$ cat src/design/sacc_pkg.sv
// Package for the set-associative cache controller: constants, payload types, codes.
// No dependencies.
`default_nettype none
package sacc_pkg;
    localparam int BLOCK_BYTES_D = 64;
    localparam int SETS_D        = 64;
    localparam int WAYS_D        = 4;
    localparam int RRPV_BITS_D   = 2;

    localparam logic [2:0] CFG_WRITE_BACK   = 3'd0;
    localparam logic [2:0] CFG_WRITE_ALLOC  = 3'd1;
    localparam logic [2:0] CFG_REPL_MODE    = 3'd2;
    localparam logic [2:0] CFG_HIT_LATENCY  = 3'd3;
    localparam logic [2:0] CFG_MISS_LATENCY = 3'd4;

    localparam logic [1:0] REPL_LRU  = 2'd0;
    localparam logic [1:0] REPL_FIFO = 2'd1;
    localparam logic [1:0] REPL_RRIP = 2'd2;

    localparam logic [1:0] FWD_NONE    = 2'd0;
    localparam logic [1:0] FWD_THROUGH = 2'd1;
    localparam logic [1:0] FWD_BYTE    = 2'd2;

    typedef struct packed {
        logic        operation;
        logic [31:0] address;
    } t_req;

    typedef struct packed {
        logic        hit;
        logic [1:0]  way;
        logic        fill_request;
        logic [31:0] fill_block_address;
        logic        writeback_request;
        logic [31:0] writeback_block_address;
        logic [1:0]  forward_write;
        logic [10:0] charged_cycles;
    } t_rsp;

    typedef struct packed {
        logic       write_back;
        logic       write_allocate;
        logic [1:0] replacement_mode;
        logic [7:0] hit_latency;
        logic [9:0] miss_latency;
    } t_cfg;
endpackage
`default_nettype wire

$ cat src/design/sacc_cfg.sv
// Configuration register bank of the cache controller.
// Depends on sacc_pkg.
`default_nettype none
module sacc_cfg (
    input  wire logic           i_clk,
    input  wire logic           i_rst_n,
    input  wire logic           i_cfg_we,
    input  wire logic [2:0]     i_cfg_idx,
    input  wire logic [9:0]     i_cfg_data,
    output sacc_pkg::t_cfg      o_cfg
);
    sacc_pkg::t_cfg r_cfg;

    always_ff @(posedge i_clk) begin
        if (!i_rst_n) begin
            r_cfg.write_back       <= 1'b1;
            r_cfg.write_allocate   <= 1'b1;
            r_cfg.replacement_mode <= sacc_pkg::REPL_LRU;
            r_cfg.hit_latency      <= 8'd1;
            r_cfg.miss_latency     <= 10'd100;
        end else if (i_cfg_we) begin
            unique case (i_cfg_idx)
                sacc_pkg::CFG_WRITE_BACK:   r_cfg.write_back       <= i_cfg_data[0];
                sacc_pkg::CFG_WRITE_ALLOC:  r_cfg.write_allocate   <= i_cfg_data[0];
                sacc_pkg::CFG_REPL_MODE:    r_cfg.replacement_mode <= i_cfg_data[1:0];
                sacc_pkg::CFG_HIT_LATENCY:  r_cfg.hit_latency      <= i_cfg_data[7:0];
                sacc_pkg::CFG_MISS_LATENCY: r_cfg.miss_latency     <= i_cfg_data;
                default: ;
            endcase
        end
    end

    assign o_cfg = r_cfg;
endmodule
`default_nettype wire

$ cat config.mk
export PLATFORM = sky130hd
export DESIGN_NAME = sacc_cfg
export DESIGN_NICKNAME = d
export VERILOG_FILES = /design/src/design/sacc_pkg.sv /design/src/design/sacc_cfg.sv
export SDC_FILE = /design/constraint.sdc
export NUM_CORES = 1
export LEC_CHECK = 0
export BUFFER_PORTS_ARGS = -buffer_cell sky130_fd_sc_hd__buf_2
export CORE_MARGIN = 2
export CORE_UTILIZATION = 46
export DETAILED_ROUTE_END_ITERATION = 12
export PLACE_DENSITY = 0.79
export SYNTH_ARGS = -nofsm -noshare
export SYNTH_HDL_FRONTEND = slang
export SYNTH_SLANG_ARGS = --single-unit
$ cat constraint.sdc
create_clock -name i_clk -period 1.28 [get_ports i_clk]
set_input_delay 0.384 -clock i_clk [delete_from_list [all_inputs] [get_ports i_clk]]
set_output_delay 0.384 -clock i_clk [all_outputs]
set_load 0.02 [all_outputs]
======== Yosys cells after proc, flatten, opt, wreduce, memory -nomap -nowiden ========
Index checks and enable logic that the tools add are counted.
word-level totals
  bits in registers ....................... 22
  bits of input ports ..................... 16
  output and inout port bits .............. 22
  logic and storage cells ................. 15
operators by class
  equal/unequal tests ..................... 4
  reduce and logical (&&, ||, !) cells .... 6
operator list
  operator            count
  $reduce_and 2->1    5
  $eq 3x2->1 const B  2
  $eq 3x1->1 const B  1
  $eq 3x3->1 const B  1
  $logic_not 3->1     1

======== Depth between registers and ports, before layout ========
Gate-level depths: netlist of the first run.
  depth in word-level cells ............... 2
  depth in mapped cells ................... 4
  gate-level depth less buffers ........... 2

======== Worst setup path before layout of the first run ========
Ideal clock, no wire load.
  path type ............................... input -> register
  start ................................... input i_cfg_idx[1]
  end ..................................... register r_cfg, in the netlist o_cfg[0]
  setup time .............................. 72 ps
  arrival time ............................ 962 ps
  required time ........................... 1208 ps
  setup slack ............................. 247 ps
  stages on the path ...................... 3
  buffers on the path ..................... 1
  cell sequence ........................... and4bb_1 -> buf_6 -> mux2i_1
on the way
  cells in the longest elaborated chain, start to end .. 2
RTL lines
  what                               line            RTL
  start, declared                    sacc_cfg.sv:8   input wire logic [2:0] i_cfg_idx,
  $eq 3x3->1                         sacc_cfg.sv:22  unique case (i_cfg_idx)
  $reduce_and 2->1 (no source line)  n/a
  end, declared                      sacc_cfg.sv:12  sacc_pkg::t_cfg r_cfg;
Every way passes these cells.
A chain may end at the register's enable or synchronous reset.

======== Final worst setup path of the first run ========
  start ................................... register r_cfg, in the netlist o_cfg[3]
  end ..................................... output o_cfg[3] (netlist bit)
RTL lines
  what           line            RTL
  end, declared  sacc_cfg.sv:10  output sacc_pkg::t_cfg o_cfg
No word-level cell between the ends.

==> metrics.cfg, run 1 <==
[detailed_routing]
dr.pass1.iters=6
vias=756
drc_errors=0
route.final.wire_length_mm=1.703
drt-initial-drc-count=10
wl_per_cell_um=10.78
vias_per_cell=4.785
drt.antenna.violating_nets=0

[setup_path]
required_ps=900
crit_path_max_incr_delay_ps=360
cp-end-kind=output pin
path_cells=buf_2
path_buf_inv=1
arrival_ps=840
cp_max_fo=2
crit_family=flip-flops
start_kind=register
cp_slowest_cell=dfxtp_1
critPathKind=register to output pin

[final_layout]
multi_input_area_um2=435.4
final_common_cell=buf_2
fillers=180
design_area_um2=1169
nets=148
largest_register_ffs=22
diodes=0
register_area_um2=440.4
final_cell_mix=37 x buf_2, 26 x nand2_1, 22 x mux2i_1, 22 x dfxtp_1, 10 x nor2b_1
drive_gt1_share_pct=36.64
syn2layout_area_growth_pct=28.12

[clock_tree]
clock-sinks=22
cts_tree=yes
cts_buffers=3
post_cts_buffers=0
clkLatencyLatePin_ps=300
hold_buffers=0
ctsRootBufferMaster=clkbuf_4
cts_max_level=1
postCtsResizedCells=0
clk_pin_slew_ps=120
clk_path_buf_depth=2

[global_route]
overflow=0
track_usage_pct=14.98
grt_max_degree=17
antenna_found_initial=0
grt_pass1_wl_mm=2.753
grt_pass1_vias=663

[timing]
fin_crit_sh_pct=95.33
whs_ps=310.6
max_freq_ghz=0.8195
tightest_slew_ps=324.8
rsz0062_at_grt=no
worst_clock_skew_ps=0
final.min_clock_period_ps=1220
hold_viol=0
setup_viol=0
drv_slew=0
setup_tns_ps=0
slew_headroom_pct=78.04

[place]
place_area_um2=1132
place_congestion=0.7430
port_buffers=37
dpl.hpwl_mm=1.325

[die]
die_h_um=48.53
ios=38
start_util_pct=47.46
row_count=16
core_region_area_um2=1922
die_area_um2=2355
die_w_um=48.53

[flow_run]
cap_violations=0

[synth]
ys_warn_count=0
synth_area_leaders=dfxtp_1 48%, mux2i_1 24%, nand2_1 11%, nor2b_1 6.9%, and4bb_2 2.7%
ys_ff_latch=22
avgSynthCellArea_um2=10.02
syn_area_um2=912.1
ys_seq_area_share_pct=48.29
synth_fp_nets=107
yosysUniqueCellTypes=10
synth_cells=91
yosys.area.top_type=dfxtp_1
synth_top_area_share_pct=48.29

[run_status]
status=finished clean

[power]
p_per_area_nw_per_um2=1042
switching_share_pct=23.30
seqPwrFrac_pct=58.0
irDropWorstVdd_mv=0.6589
comb_power_share_pct=11.0
intPower_uw=934.4
power.switching_uw=283.8
power_frac_clock_pct=31.0
leakage_nw=0.5566

[worst_hold_path]
min-delay-path-class=input port to register

-- Yosys cell counts --
cell type / n
and4bb_1: 1
and4bb_2: 2
buf_2: 5
buf_6: 1
dfxtp_1: 22
mux2i_1: 22
nand2_1: 26
nand4b_1: 1
nor2b_1: 10
nor4b_1: 1
-- routing by layer --
layer,vias up,wire (um),track usage [%]
met5,-,0,0
met4,0,20,8.571
met3,2,52,2.160
met2,15,903,27.08
met1,354,727,16.77
li1,385,-,-
-- logic make-up (layout without fill, tap and decap cells) --
kind of cell | after synthesis | after routing | synth area share [%]
buffers and inverters | 6 | 46 | 3.978
flip-flops | 22 | 22 | 48.29
AND/OR/NAND/NOR | 41 | 41 | 23.59
multiplexers | 22 | 22 | 24.14
-- final cells by class --
type                    instances  share of cell area, %
clock buffers                   4                  3.105
well taps                      27                  2.891
multi-input cells              63                  37.26
flip-flops and latches         22                  37.69
repair buffers                 42                  19.06
-- final timing paths --
check / startpoint / slack (ps) / endpoint / depth (start not counted)
max: o_cfg[3] / 60 / o_cfg[3] / 1
min: i_cfg_data[9] / 310 / o_cfg[9] / 3
max reg2reg: o_cfg[10] / 660 / o_cfg[10] / 2
min reg2reg: o_cfg[18] / 460 / o_cfg[18] / 2
-- stage by stage --
step	power [mW]	utilization, %	worst slack [ps]	cells
after detailed placement	0.8579	58.92	26.17	154
after CTS	1.236	60.81	47.01	158
final	1.218	60.81	59.78	158
after global placement	0.8549	58.92	74.02	154
after floorplan	0.8039	-	246.5	91
after global routing	1.279	60.81	11.92	158
-- power groups by stage --
stage / Clock (mW) / Sequential (mW) / Combinational, mW
2_1_floorplan: 0 / 0.741 / 0.0628
3_3_place_gp: 0 / 0.722 / 0.133
3_5_place_dp: 0 / 0.722 / 0.136
4_1_cts: 0.393 / 0.707 / 0.136
5_1_grt: 0.423 / 0.710 / 0.146
6_report: 0.377 / 0.707 / 0.134
No activity file was read; power rests on OpenSTA's default activity.
==> inputs of run 2 (changes only) <==
Settings changed: ABC_AREA from default to 1, CORE_MARGIN 2 to 1.
==> metrics.cfg, run 2 <==
[synth]
yosys.area_share.simple_pct=44.73
synth-edff-count=0
synth_ff_type=dfxtp_1
syn_area_um2=937.1
netlist_top_cells_count=35 x nor2_1, 30 x nand2_1, 22 x dfxtp_1, 22 x nand3_1, 12 x inv_1
synth_cells=135
ys_seq_area_share_pct=47.00
synth_compound_area_share_pct=1.068
yosysUniqueCellTypes=15
synth_top_area_share_pct=47.00
synth-xor-area-share_pct=0
synth_most_common_cell=nor2_1
ys_warn_count=0
synth_mux_area_share_pct=0
yosys.area.top_type=dfxtp_1
avgSynthCellArea_um2=6.942
yosys.area_share.adder_pct=0
synth_fp_nets=151
synth_top_family_by_area=simple AND/OR/NAND/NOR gates
synthArstFlopShare_pct=0
ys_ff_latch=22
synth_area_leaders=dfxtp_1 47%, nor2_1 14%, nand2_1 12%, nand3_1 12%, inv_1 4.8%

[setup_path]
crit_cells=1
cp_max_fo=2
reg2reg_depth=2
path_buf_inv=1
cp_slowest_cell=dfxtp_1
path_cells=buf_2
required_ps=900
cp-end-kind=output pin
crit_path_max_incr_delay_ps=370
crit_family=flip-flops
arrival_ps=830
start_kind=register
critPathKind=register to output pin

[clock_tree]
cts_max_level=1
cts_buffers=3
post_cts_buffers=0
hold_buffers=0
clock-sinks=22
ctsRootBufferMaster=clkbuf_4
cts_tree=yes
clkLatencyLatePin_ps=290
postCtsResizedCells=0
clk_path_buf_depth=2
clk_pin_slew_ps=110

[final_layout]
final_cell_mix=37 x buf_2, 35 x nor2_1, 30 x nand2_1
drive_gt1_share_pct=28.16
fillers=180
diodes=0
largest_register_ffs=22
register_area_um2=440.4
fin_util_pct=64.95
nets=191
syn2layout_area_growth_pct=26.17
multi_input_area_um2=429.2
final_common_cell=buf_2

[timing]
setup_tns_ps=0
final.min_clock_period_ps=1219
tightest_slew_ps=364.2
rsz0062_at_grt=no
max_freq_ghz=0.8206
setup_viol=0
slew_headroom_pct=75.70
fin_crit_sh_pct=95.20
worst_clock_skew_ps=0
drv_slew=0
hold_viol=0

[detailed_routing]
top_layer=met4
route.final.wire_length_mm=1.963
vias_per_cell=4.779
dr.pass1.iters=5
drt-initial-drc-count=19
dr_wl_met3_um=134
drc_errors=0
drt.antenna.violating_nets=0
wl_per_cell_um=9.864
vias=951
wl_met1_um=891
dr_wl_met2_um=906

[die]
die_area_um2=2222
core_region_area_um2=1821
ios=38
start_util_pct=51.48
die_h_um=47.14
row_count=15
die_w_um=47.14

[power]
total_power_mw=1.284
irDropWorstVdd_mv=0.6129
p_per_area_nw_per_um2=1086
leakage_nw=0.6310

[worst_hold_path]
hold_depth=3
min-delay-path-class=input port to register

[place]
port_buffers=37
place_congestion=0.8200
dpl.hpwl_mm=1.540

[global_route]
track_usage_pct=19.95
grt_max_degree=23
grt_pass1_vias=779
antenna_found_initial=0
overflow=0
grt_pass1_wl_mm=3.146

[run_status]
status=finished clean

[flow_run]
cap_violations=0

==> run 2: cell types whose count changed after synthesis, sizes merged, moves of 2 or more <==
| cell | before | now |
|---|---|---|
| nor2b | 10 | 0 |
| nand2 | 26 | 31 |
| inv | 0 | 14 |
| o21ai | 0 | 2 |
| buf | 6 | 2 |
| and4bb | 3 | 0 |
| nand3b | 0 | 2 |
| nor2 | 0 | 39 |
| nand3 | 0 | 22 |
| mux2i | 22 | 0 |
==> run 2: stage by stage <==
stage	cells	setup WS [ps]	cell area (um^2)	hold WS [ps]
5_1_grt	199	7.816	1182	289.0
2_1_floorplan	135	300.4	937.1	497.2
6_report	199	61.43	1182	309.4
3_3_place_gp	195	83.04	1146	435.0
3_5_place_dp	195	5.898	1146	439.0
4_1_cts	199	58.26	1182	298.9
==> run 2: final cells by class <==
cell class / count / area share (%)
clock buffers: 4 / 3.069
multi-input cells: 96 / 36.30
flip-flops and latches: 22 / 37.25
well taps: 25 / 2.646
inverters: 14 / 4.444
repair buffers: 38 / 16.30
==> run 2: cells by family after synthesis <==
family          count (synthesis)
simple gates                   94
buf+inv                        17
flops                          22
compound gates                  2
==> run 2: metal layers <==
| layer | vias to the layer above | GRT usage (%) |
|---|---|---|
| met4 | 0 | 8.571 |
| li1 | 494 | - |
| met3 | 6 | 4.615 |
| met2 | 41 | 30.56 |
| met5 | - | 0 |
| met1 | 410 | 26.95 |
==> run 2: final timing paths <==
check           startpoint        end  slack (ps)
max               o_cfg[6]   o_cfg[6]          60
min          i_cfg_data[6]   o_cfg[6]         310
max reg2reg      o_cfg[21]  o_cfg[21]         680
min reg2reg      o_cfg[20]  o_cfg[20]         460
==> run 2: where the power goes <==
part / internal, mW / switching, mW / leakage, nW
Clock: 0.173 / 0.194 / 0.0210
Sequential: 0.709 / 0.0109 / 0.179
Combinational: 0.0686 / 0.128 / 0.431
Total: 0.950 / 0.333 / 0.631
